[config.mk]
export PLATFORM = sky130hd
export DESIGN_NAME = cumulative_average_rounded
export DESIGN_NICKNAME = d
export VERILOG_FILES = /design/src/hw/rtl/cma_pkg.sv /design/src/hw/rtl/cma_ctrl.sv /design/src/hw/rtl/cma_dp.sv /design/src/hw/rtl/cumulative_average_rounded.sv
export SDC_FILE = /design/constraint.sdc
export NUM_CORES = 1
export LEC_CHECK = 0
export ABC_AREA = 1
export BUFFER_PORTS_ARGS = -buffer_cell sky130_fd_sc_hd__buf_2
export CAP_MARGIN = 20
export CORE_UTILIZATION = 65
export DETAILED_ROUTE_END_ITERATION = 10
export PLACE_DENSITY = 0.86
export SLEW_MARGIN = 20
export SYNTH_ARGS = -nofsm -noshare
export SYNTH_HDL_FRONTEND = slang
export SYNTH_HIERARCHICAL = 1
export SYNTH_SLANG_ARGS = --single-unit
[constraint.sdc]
create_clock -name clk_i -period 9.5 [get_ports clk_i]
set_clock_uncertainty 0.1 [all_clocks]
set_input_delay 0.475 -clock clk_i [delete_from_list [all_inputs] [get_ports clk_i]]
set_output_delay 0.475 -clock clk_i [all_outputs]
set_load 0.005 [all_outputs]
[src/hw/rtl/cma_pkg.sv]
// Shared types and constants for the cumulative average block.
// Used by cma_ctrl, cma_dp and cumulative_average_rounded.
package cma_pkg;

  localparam int unsigned SAMPLE_BITS = 16;
  localparam int unsigned MAX_ITEMS   = 65535;

  localparam int unsigned SampleW = 16;
  localparam int unsigned SumW    = 32;
  localparam int unsigned CountW  = 16;
  localparam int unsigned NumW    = SumW + 2;
  localparam int unsigned DenW    = CountW + 1;
  localparam int unsigned StepW   = $clog2(NumW);

  localparam logic [SampleW-1:0] SampleMask =
    SampleW'((64'd1 << SAMPLE_BITS) - 64'd1);
  localparam logic [CountW-1:0] MaxItems = CountW'(MAX_ITEMS);
  localparam logic [StepW-1:0]  LastStep = StepW'(NumW - 1);

  typedef enum logic [1:0] {
    StIdle,
    StAccum,
    StDiv,
    StResult
  } cma_state_e;

  typedef struct packed {
    logic load;
    logic accum;
    logic step;
    logic finish;
  } cma_cmd_t;

  typedef struct packed {
    logic full;
    logic div_last;
    logic out_blocked;
  } cma_sts_t;

endpackage

[src/hw/rtl/cma_ctrl.sv]
// Sequencer for the cumulative average block: request intake, accumulate,
// divider steps and result handoff. Depends on cma_pkg.
module cma_ctrl import cma_pkg::*; (
  input  logic     clk_i,
  input  logic     rst_ni,
  input  logic     in_valid_i,
  output logic     in_ready_o,
  input  cma_sts_t sts_i,
  output cma_cmd_t cmd_o
);

  cma_state_e state_q, state_d;

  always_ff @(posedge clk_i or negedge rst_ni) begin
    if (!rst_ni) begin
      state_q <= StIdle;
    end else begin
      state_q <= state_d;
    end
  end

  always_comb begin
    state_d = state_q;
    case (state_q)
      StIdle: begin
        if (in_valid_i) state_d = StAccum;
      end
      StAccum: begin
        state_d = sts_i.full ? StResult : StDiv;
      end
      StDiv: begin
        if (sts_i.div_last) state_d = StResult;
      end
      StResult: begin
        if (!sts_i.out_blocked) state_d = StIdle;
      end
      default: state_d = StIdle;
    endcase
  end

  always_comb begin
    in_ready_o = 1'b0;
    cmd_o      = '0;
    case (state_q)
      StIdle: begin
        in_ready_o = 1'b1;
        cmd_o.load = in_valid_i;
      end
      StAccum: begin
        cmd_o.accum = 1'b1;
      end
      StDiv: begin
        cmd_o.step = 1'b1;
      end
      StResult: begin
        cmd_o.finish = !sts_i.out_blocked;
      end
      default: begin
        in_ready_o = 1'b0;
      end
    endcase
  end

endmodule

[src/hw/rtl/cma_dp.sv]
// Datapath: running sum and count, restoring divider, output register.
// Depends on cma_pkg; driven by cma_ctrl commands.
module cma_dp import cma_pkg::*; (
  input  logic               clk_i,
  input  logic               rst_ni,
  input  cma_cmd_t           cmd_i,
  output cma_sts_t           sts_o,
  input  logic [SampleW-1:0] sample_i,
  input  logic               last_i,
  output logic               out_valid_o,
  input  logic               out_ready_i,
  output logic [15:0]        average_o,
  output logic               eos_o,
  output logic               ovf_o
);

  logic [SampleW-1:0] sample_q;
  logic               last_q;
  logic [SumW-1:0]    sum_q;
  logic [CountW-1:0]  count_q;
  logic [15:0]        last_avg_q;
  logic               ovf_q;
  logic [NumW-1:0]    num_q;
  logic [DenW-1:0]    den_q;
  logic [DenW-1:0]    rem_q;
  logic [StepW-1:0]   step_q;
  logic               out_valid_q;
  logic [15:0]        out_avg_q;
  logic               out_eos_q;
  logic               out_ovf_q;

  logic [SumW:0]      sum_ext;
  logic [SumW-1:0]    sum_new;
  logic [CountW-1:0]  count_new;
  logic [DenW:0]      rem_shift;
  logic [DenW:0]      rem_sub;
  logic               q_bit;
  logic [15:0]        quot_sat;
  logic [15:0]        avg_sel;

  assign sum_ext   = {1'b0, sum_q} + {{(SumW + 1 - SampleW){1'b0}}, sample_q};
  assign sum_new   = sum_ext[SumW] ? '1 : sum_ext[SumW-1:0];
  assign count_new = count_q + CountW'(1);
  assign rem_shift = {rem_q, num_q[NumW-1]};
  assign rem_sub   = rem_shift - {1'b0, den_q};
  assign q_bit     = !rem_sub[DenW];
  assign quot_sat  = (|num_q[NumW-1:16]) ? 16'hFFFF : num_q[15:0];
  assign avg_sel   = ovf_q ? last_avg_q : quot_sat;

  assign sts_o.full        = (count_q >= MaxItems);
  assign sts_o.div_last    = (step_q == LastStep);
  assign sts_o.out_blocked = out_valid_q && !out_ready_i;

  always_ff @(posedge clk_i or negedge rst_ni) begin
    if (!rst_ni) begin
      sum_q       <= '0;
      count_q     <= '0;
      last_avg_q  <= '0;
      out_valid_q <= 1'b0;
      step_q      <= '0;
    end else begin
      if (cmd_i.accum) begin
        step_q <= '0;
        if (!sts_o.full) begin
          sum_q   <= sum_new;
          count_q <= count_new;
        end
      end
      if (cmd_i.step) step_q <= step_q + StepW'(1);
      if (cmd_i.finish) begin
        last_avg_q <= avg_sel;
        if (last_q) begin
          sum_q   <= '0;
          count_q <= '0;
        end
      end
      if (cmd_i.finish) begin
        out_valid_q <= 1'b1;
      end else if (out_ready_i) begin
        out_valid_q <= 1'b0;
      end
    end
  end

  always_ff @(posedge clk_i) begin
    if (cmd_i.load) begin
      sample_q <= sample_i & SampleMask;
      last_q   <= last_i;
    end
    if (cmd_i.accum) begin
      ovf_q <= sts_o.full;
      num_q <= {1'b0, sum_new, 1'b0} + {{(NumW - CountW){1'b0}}, count_new};
      den_q <= {count_new, 1'b0};
      rem_q <= '0;
    end
    if (cmd_i.step) begin
      rem_q <= q_bit ? rem_sub[DenW-1:0] : rem_shift[DenW-1:0];
      num_q <= {num_q[NumW-2:0], q_bit};
    end
    if (cmd_i.finish) begin
      out_avg_q <= avg_sel;
      out_eos_q <= last_q;
      out_ovf_q <= ovf_q;
    end
  end

  assign out_valid_o = out_valid_q;
  assign average_o   = out_avg_q;
  assign eos_o       = out_eos_q;
  assign ovf_o       = out_ovf_q;

endmodule

[src/hw/rtl/cumulative_average_rounded.sv]
// Top level of the cumulative average block: cma_ctrl plus cma_dp.
// Depends on cma_pkg.
//
// Each input request carries one unsigned sample (tdata) and a last flag
// (tlast). Every request yields one result: the mean of all samples since
// the last restart, rounded half up, with tlast echoed and tuser set when
// the sample was dropped because the count had reached its maximum (the
// previous average is then repeated). A request is taken in the idle
// cycle; its result then passes the accumulate state, 34 steps of the
// one-bit-per-cycle restoring divider and the handoff state, and no new
// request is taken until its handoff is done. A dropped sample skips the
// divider. The output register holds a result while the next request
// is taken in; the handoff waits while an earlier result is still
// unaccepted.
module cumulative_average_rounded import cma_pkg::*; (
  input  logic        clk_i,
  input  logic        rst_ni,
  input  logic        s_axis_tvalid,
  output logic        s_axis_tready,
  input  logic [15:0] s_axis_tdata,  // [15:0] sample
  input  logic        s_axis_tlast,  // last_sample
  output logic        m_axis_tvalid,
  input  logic        m_axis_tready,
  output logic [15:0] m_axis_tdata,  // [15:0] average
  output logic        m_axis_tlast,  // end_of_sequence
  output logic        m_axis_tuser   // [0] overflow
);

  cma_cmd_t cmd;
  cma_sts_t sts;

  cma_ctrl u_ctrl (
    .clk_i      (clk_i),
    .rst_ni     (rst_ni),
    .in_valid_i (s_axis_tvalid),
    .in_ready_o (s_axis_tready),
    .sts_i      (sts),
    .cmd_o      (cmd)
  );

  cma_dp u_dp (
    .clk_i       (clk_i),
    .rst_ni      (rst_ni),
    .cmd_i       (cmd),
    .sts_o       (sts),
    .sample_i    (s_axis_tdata),
    .last_i      (s_axis_tlast),
    .out_valid_o (m_axis_tvalid),
    .out_ready_i (m_axis_tready),
    .average_o   (m_axis_tdata),
    .eos_o       (m_axis_tlast),
    .ovf_o       (m_axis_tuser)
  );

endmodule

---- Word level (Yosys, flattened, before mapping) ----
Index checks and enable logic that the tools add are counted.
Widths: inputs -> output; s select.
word-level totals
  flip-flop bits (word level) ............. 176
  bits in latches ......................... 0
  memory bits (writable) .................. 0
  bits in read-only memories .............. 0
  logic and storage cells ................. 67
  memories ................................ 0
cells by class
  add/subtract/negate cells ............... 5
  $mul .................................... 0
  div/mod/pow operators ................... 0
  magnitude comparators ................... 1
  equality and inequality tests ........... 7
  shift-type cells ........................ 0
  multiplexer cells ....................... 30
  bitwise logic cells ..................... 0
  reductions and logical operators ........ 9
operators with widths
  cell                   count
  $mux 32                5
  $mux 16                6
  $mux 34                2
  $mux 17                3
  $add 33x16->34         1
  $add 32x16->33         1
  $reduce_or 18->1       1
  $sub 18x17->18         1
  $add 16x1->16 const B  1
  $ge 16x16->1 const B   1
  $mux 6                 2
  $mux 1                 8
  $pmux 2 s4             1
  $add 6x1->6 const B    1
  $eq 6x6->1 const B     1
  $mux 2                 3
  $ne 2x2->1 const B     3
  $eq 2x2->1 const B     2
  $reduce_bool 2->1      2
  $logic_not 1->1        3
  $reduce_and 3->1       1
  $eq 2x1->1 const B     1
  $logic_not 2->1        1
  $logic_and 1x1->1      1

---- Longest topological paths before layout ----
Gate-level depths: netlist (run 1).
  depth in word-level cells ............... 6
  gate-level depth with buffers ........... 28
  mapped depth without buffers ............ 27

---- By module ----
Netlist (run 1), hierarchy kept.
modules (own cells, without submodules)
  module    instances  cells each  area each (µm²)
  cma_dp    1          1401        11118.2
  cma_ctrl  1          31          205.2

---- Worst setup path after synthesis (run 1) ----
OpenSTA, ideal clock, no wires.
  path kind ............................... reg-to-reg
  start ................................... reg u_dp.sample_q[0]
  end ..................................... reg u_dp.num_q[27], data pin
  library setup time ...................... 0.253 ns
  data arrival time ....................... 3.825 ns
  data required time ...................... 9.147 ns
  setup slack ............................. 5.322 ns
  stages on the path, launching flop included .. 27
  path buffers ............................ 2
  clock period less this slack ............ 4.178 ns
  path through ............................ edfxtp_1 ha_1 fa_1 nand2_2 nand2_1 nand3_2 nand2_2 nand2_4 nand2_4 nand3_4 buf_6 inv_2 clkbuf_1 or2_1 ha_1 a21boi_1 nor2_1 o21ai_1 inv_1 o21ai_0 nand3_1 nand2_1 inv_2 nor2_4 nand3_1 nand3_1 nand2_1
between the ends
  longest elaborated chain between the ends .. 5
RTL lines
  what                    line          RTL
  start, declared         cma_dp.sv:17  logic [SampleW-1:0] sample_q;
  start signal, assigned  cma_dp.sv:87  sample_q <= sample_i & SampleMask;
  $add 32x16->33          cma_dp.sv:41  assign sum_ext = {1'b0, sum_q} + {{(SumW + 1 - SampleW){1'b0}}, sample_q};
  $mux 32                 cma_dp.sv:42  assign sum_new = sum_ext[SumW] ? '1 : sum_ext[SumW-1:0];
  $add 33x16->34          cma_dp.sv:92  num_q <= {1'b0, sum_new, 1'b0} + {{(NumW - CountW){1'b0}}, count_new};
  $mux 34                 cma_dp.sv:90  if (cmd_i.accum) begin
  $mux 34                 cma_dp.sv:96  if (cmd_i.step) begin
  end signal, assigned    cma_dp.sv:92
  end signal, assigned    cma_dp.sv:98  num_q <= {num_q[NumW-2:0], q_bit};
  end, declared           cma_dp.sv:23  logic [NumW-1:0] num_q;
No other way between the ends. The select of a mux whose other input is x is not followed.
A chain may end at the register's enable or synchronous reset.

---- Worst setup path after layout (run 1) ----
  start ................................... reg u_dp.sample_q[0]
  end ..................................... reg u_dp.num_q[31], data pin
Same word-level chain as after synthesis.

==> results of run 1 <==
## path summary, 6_finish.rpt
path / from / end / cells past startpoint
max: u_dp/sample_q[0] / u_dp/num_q[31] / 27
min: rst_ni / u_dp/step_q[3] / 1
max reg2reg: u_dp/sample_q[0] / u_dp/num_q[31] / 27
min reg2reg: u_dp/last_q / u_dp/eos_o / 0
max in group asynchronous: rst_ni / u_dp/sum_q[27] / 1
min in group clk_i: s_axis_tdata[2] / u_dp/sample_q[2] / 1
## final cells by class
type                    instances  area [µm²]
well taps                     220         275
repair buffers                 48         263
inverters                     231         868
clock inverters                13         129
multi-input cells             989        5380
fillers                      1277        4540
flip-flops and latches        176        4920
clock buffers                  19         443
## kinds of logic (layout without fill, tap and decap cells)
group	Yosys count	in the layout	share of synthesized area (%)
and+or+nand+nor	643	643	26.1
adders and majority gates	57	57	6.50
buffers and inverters	267	311	9.01
DFF	176	176	43.4
xor gates and xnor gates	45	45	3.48
AOI/OAI and AO/OA	244	244	11.5
## flip-flops by register name, summed over array words and instances, names as in the netlist
register	flops
u_dp/den_q	16
u_dp/ovf_q	1
u_dp/sum_q	32
u_dp/rem_q	17
u_dp/out_valid_o	1
u_dp/step_q	6
u_dp/sample_q	16
u_dp/last_avg_q	16
u_dp/num_q	34
u_dp/average_o	16
u_dp/count_q	16
u_dp/eos_o	1
u_dp/last_q	1
u_ctrl/state_q	2
u_dp/ovf_o	1
## per-stage QoR
stage | area (µm²) | hold slack (ns) | setup WS, ns | cells | utilization, %
5_1_grt | 12300 | 0.0986 | 4.50 | 1696 | 73.0
3_3_place_gp | 11700 | 0.332 | 5.03 | 1664 | 69.6
6_report | 12300 | 0.0964 | 4.76 | 1696 | 73.0
4_1_cts | 12300 | 0.105 | 4.79 | 1696 | 73.0
2_1_floorplan | 11300 | 0.0794 | 5.32 | 1432 | -
3_5_place_dp | 11700 | 0.341 | 4.79 | 1664 | 69.6
## worst max-delay path: stages, from the launching register on
cell,delay (ns)
edfxtp_1,0.37
ha_1,0.26
fa_1,0.47
nand2_2,0.11
nand2_1,0.08
nand3_2,0.08
nand2_2,0.08
nand2_4,0.09
nand2_4,0.08
nand3_4,0.24
inv_2,0.15
or2_2,0.32
ha_1,0.22
fa_1,0.41
nand2_1,0.11
a21boi_1,0.08
nor2_1,0.16
o21ai_1,0.13
inv_1,0.09
o21ai_0,0.13
nand3_1,0.12
nand2_1,0.18
inv_2,0.15
nor2_4,0.06
nand2_1,0.05
nand2_1,0.05
nand3_1,0.06
nand2_1,0.06
## per-layer routing
layer  vias up  wire length, µm
met5         -                0
met1      4567            11900
met3        54             2010
met2       434            12600
met4         0              648
li1       4741                -
## cells in the final DEF, fill, tap and decap left out, types with 12 or more instances in the layout
master     Yosys  routed
nor2_1       112     112
xor2_1        33      33
xnor2_1       12      12
nand3_1      101     101
a21oi_1       72      72
nand2_1      326     326
o21ai_0      126     126
ha_1          54      54
edfxtp_1     103     103
inv_1        225     224
buf_2          4      39
nand4_1       19      19
clkbuf_16      0      17
or2_2         12      12
dfrtp_1       73      73
o21ai_1       14      14
==> flow_metrics.tcl, run 1 <==
set metrics [dict create \
    status "finished clean" \
    top_usage_layer "met2" \
    drt-wirelength-per-cell_um 16.0 \
    synth_flop_cell "edfxtp_1" \
    port_buffers 40 \
    synthArstFlopShare_pct 41.5 \
    finalSetupTns_ns 0 \
    use_met2_pct 51.3 \
    syn_nets 1510 \
    cts_setup_buffers 0 \
    antenna_found_initial 0 \
    die_h_um 134 \
    io_pins 41 \
    yosysTopAreaCellShare_pct 27.3 \
    drt-initial-drc-count 913 \
    arrival_ns 4.83 \
    dieArea_um2 18000 \
    fmax_mhz 211 \
    routed_wl_um 27200 \
    cts_made_buffers 17 \
    initial_core_util_pct 67.3 \
    grt_usage_pct 31.8 \
    final_max_slew_viol_count 0 \
    grt_first_pass_wirelength_um 44300 \
    critPathKind "reg -> reg" \
    cts-resized-gates 0 \
    period_minus_slack_ns 4.74 \
    required_ns 9.59 \
    rsz0062_at_grt "no" \
    grt_overflow_total 0 \
    critPathMaxFanout 14 \
    ys_ff_latch 176 \
    end_kind "flop" \
    finalNetCount 1541 \
    via_count 9796 \
    synth_common_cells "326 x nand2_1, 225 x inv_1, 126 x o21ai_0" \
    path_clk_slew_ns 0.07 \
    hold_path.class "in -> async" \
    core_um2 16800 \
    min_period_over_period_pct 49.9 \
    cts_root_buffer "clkbuf_16" \
    cts_hold_buf 0 \
    cts-htree-levels 4 \
    worstSkewPairLatency_ns 0.43 \
    rows 47 \
    use_met1_pct 43.9 \
    setup_viol 0 \
    netlist_area_um2 11300 \
    cts_tree "done" \
    tightestPinTransition_ns 1.02 \
    synth_top_cell_by_area "edfxtp_1" \
    grt_max_degree 74 \
    yosysSeqAreaShare_pct 43.4 \
    grt_pass1_vias 9101 \
    finalHoldViolations 0 \
    hpwl_um 19900 \
    synth-edff-count 103 \
    drc 0 \
    met3_usage_pct 5.48 \
    antenna_cells 0 \
    routabilityCongestion 0.926 \
    die_w_um 134 \
    clockBufferDepth 2 \
    yosys-top-cells-area "edfxtp_1 27%, dfrtp_1 16%, nand2_1 11%, inv_1 7.5%, ha_1 6.0%" \
    syn_inst 1432 \
    drive_gt1_share_pct 9.89 \
    post-synth-top-count-cell "nand2_1" \
    max_slew_margin_pct 32.0 \
    avgSynthCellArea_um2 7.91 \
    first_pass_iters 5 \
    vias_per_cell 5.78 \
    r2r_slack_ns 4.76 \
    areaGrowthSynthToFinish_pct 8.46 \
    yosys_warnings 6 \
    synth.distinct_cells 50 \
    route.antenna.remaining_nets 0 \
    cp-start-kind "flop" \
    clkSinkCount 176 \
    drv_cap 0 \
]
Power of run 1 is left out: the tool's default activity adds up to more than one toggle a clock period on the data nets, which glitch-free logic cannot reach.
==> inputs of run 2 (changes only) <==
ABC_AREA = 0   (was 1)
CORE_UTILIZATION = 57   (was 65)
PLACE_DENSITY = 0.8   (was 0.86)
clock period = 4.1 ns   (was 9.5 ns; I/O delays follow)
==> flow_metrics.tcl, run 2 <==
set metrics [dict create \
    grt_usage_pct 29.5 \
    largest_reg_flops 34 \
    antenna_found_initial 0 \
    cts_root_buffer "clkbuf_16" \
    routed_wl_um 26700 \
    critPathKind "reg -> reg" \
    critPathMaxFanout 6 \
    p_leak_nw 5.64 \
    via_count 8933 \
    io_pins 41 \
    slowest_delay_ns 0.39 \
    period_minus_slack_ns 4.62 \
    finalInstanceArea_um2 13100 \
    cts_tree "done" \
    tightestPinTransition_ns 0.690 \
    initial_core_util_pct 58.2 \
    drive_gt1_share_pct 23.5 \
    cp-start-kind "flop" \
    vias_per_cell 5.94 \
    rows 49 \
    finalHoldViolations 0 \
    place_ws_ns -0.527 \
    synth.distinct_cells 78 \
    die_h_um 138 \
    end_kind "flop" \
    worstSkewPairLatency_ns 0.45 \
    yosysTopAreaCellShare_pct 29.5 \
    drt-wirelength-per-cell_um 17.7 \
    routabilityCongestion 0.896 \
    drv_cap 0 \
    critPathSlowestCell "dfrtp_1" \
    route.antenna.remaining_nets 0 \
    grt_max_degree 74 \
    min_period_over_period_pct 113 \
    yosysSeqAreaShare_pct 46.9 \
    netlist_area_um2 10500 \
    finalNetCount 1341 \
    top_register "u_dp/num_q" \
    final.fill_count 1202 \
    yosys_warnings 6 \
    layout_common_cells "144 x buf_4, 133 x nand2_1, 103 x nor2_1, 103 x edfxtp_1, 73 x dfrtp_1" \
    crit_family "compound AO/OA/AOI/OAI gates" \
    cpMostUsedCell "fa_2" \
    arrival_ns 4.72 \
    synth_common_cells "139 x nand2_1, 107 x nor2_1, 103 x edfxtp_1" \
    synth_top_cell_by_area "edfxtp_1" \
    holdWs_ns 0.0921 \
    hold_path.class "in -> async" \
    setup_ws_ns -0.516 \
    die_w_um 138 \
    synth_flop_cell "edfxtp_1" \
    dieArea_um2 19000 \
    reg_top3 "u_dp/num_q: 34 flops, u_dp/sum_q: 32 flops, u_dp/rem_q: 17 flops" \
    post-synth-top-count-cell "nand2_1" \
    grt_overflow_total 0 \
    ys_ff_latch 176 \
    path_buf_inv 2 \
    final_common_cell "buf_4" \
    setup_viol 21 \
    synthArstFlopShare_pct 41.5 \
    place_area_um2 11900 \
    first_pass_iters 6 \
    required_ns 4.20 \
    peakVddDrop_uv 725 \
    path_clk_slew_ns 0.07 \
    fmax_mhz 217 \
    avgSynthCellArea_um2 9.73 \
    syn_inst 1078 \
    status "finished, violations left" \
    drc 0 \
    cts_made_buffers 17 \
    synth-edff-count 103 \
    violations "setup timing" \
    grt_first_pass_wirelength_um 42300 \
    hpwl_um 17500 \
    cts-htree-levels 4 \
    antenna_cells 0 \
    clkSinkCount 176 \
    yosys-top-cells-area "edfxtp_1 29%, dfrtp_1 17%, ha_1 6.4%, nand2_1 5.0%, nor2_1 3.8%" \
    grt_pass1_vias 8619 \
    rsz0062_at_grt "yes" \
    drt-initial-drc-count 927 \
    final_core_utilization_pct 72.9 \
    cp_cell_sequence "ha_2 -> fa_2 -> a211oi_2 -> o211a_1 -> nor4b_4 -> nor3_2 -> or4_4 -> nand2b_4 -> buf_4 -> fa_2 -> a211oi_4 -> nor2_2 -> o21ai_2 -> o211ai_1 -> a2bb2oi_2 -> a21oi_2 -> nor3_4 -> and2_4 -> buf_6 -> a32o_1" \
    final_max_slew_viol_count 0 \
    core_um2 18000 \
    syn_nets 1156 \
    areaGrowthSynthToFinish_pct 25.3 \
    max_slew_margin_pct 54.0 \
    clockBufferDepth 2 \
    port_buffers 40 \
    power.density_nw_per_um2 956 \
]
run 2: layer usage:
| metal | wire, µm | track usage (%) | share of wire, % | vias up |
|---|---|---|---|---|
| li1 | - | - | - | 4248 |
| met1 | 11800 | 39.1 | 44 | 4254 |
| met2 | 12500 | 47.4 | 47 | 374 |
| met3 | 1580 | 5.92 | 5.9 | 57 |
| met4 | 725 | 11.9 | 2.7 | 0 |
| met5 | 0 | 0 | 0 | - |
run 2: what timing repair did:
action | in CTS | in global routing
hold endpoints to repair | 90 | 0
cloned | 1 | 1
pin swaps | 5 | 16
endpoints found under the setup margin | 19 | 35
buffers inserted | 7 | 13
resized for setup | 38 | 13
hold buffers | 18 | 0
run 2: layout make-up:
cell class	count	area [µm²]	share of cell area [%]
multi-input cells	810	5560	42.3
flip-flops and latches	176	4920	37.4
repair buffers	209	1610	12.2
clock buffers	18	429	3.27
well taps	229	287	2.18
inverters	49	184	1.40
clock inverters	14	158	1.20
run 2: kinds of logic after synthesis:
kind of cell | Yosys count | share of synthesized area (%)
xor+xnor | 79 | 6.60
flops | 176 | 46.9
compound gates | 254 | 15.6
simple gates | 396 | 18.1
buf+inv | 92 | 3.44
fa+ha+maj | 57 | 7.01
mux | 24 | 2.39
run 2: metrics by stage:
stage               power, W  setup TNS, ns  instances
floorplan            0.00785          -5.44       1078
global placement     0.00995          -4.27       1434
detailed placement    0.0102          -7.46       1434
CTS                   0.0123          -5.02       1492
global route          0.0134         -13.22       1505
finish                0.0126          -7.05       1505
run 2: path summary, 6_finish.rpt:
check / end / slack, ns / cells past startpoint / startpoint
worst max-delay path: u_dp/num_q[33] / -0.52 / 20 / u_dp/sum_q[0]
worst min-delay path: u_ctrl/state_q[0] / 0.09 / 2 / rst_ni
min in group clk_i: u_dp/out_valid_o / 0.13 / 3 / m_axis_tready
worst min register to register: u_dp/eos_o / 0.37 / 0 / u_dp/last_q
worst max register to register: u_dp/num_q[33] / -0.52 / 20 / u_dp/sum_q[0]
max in group asynchronous: u_dp/sum_q[13] / 3.23 / 3 / rst_ni
run 2: where the power goes:
part / switching, W / internal (W) / total [W] / leakage [nW]
Clock: 0.000748 / 0.000908 / 0.00166 / 0.278
Sequential: 0.000401 / 0.00294 / 0.00334 / 1.90
Combinational: 0.00415 / 0.00342 / 0.00756 / 3.46
No activity file was read; power rests on OpenSTA's default activity.
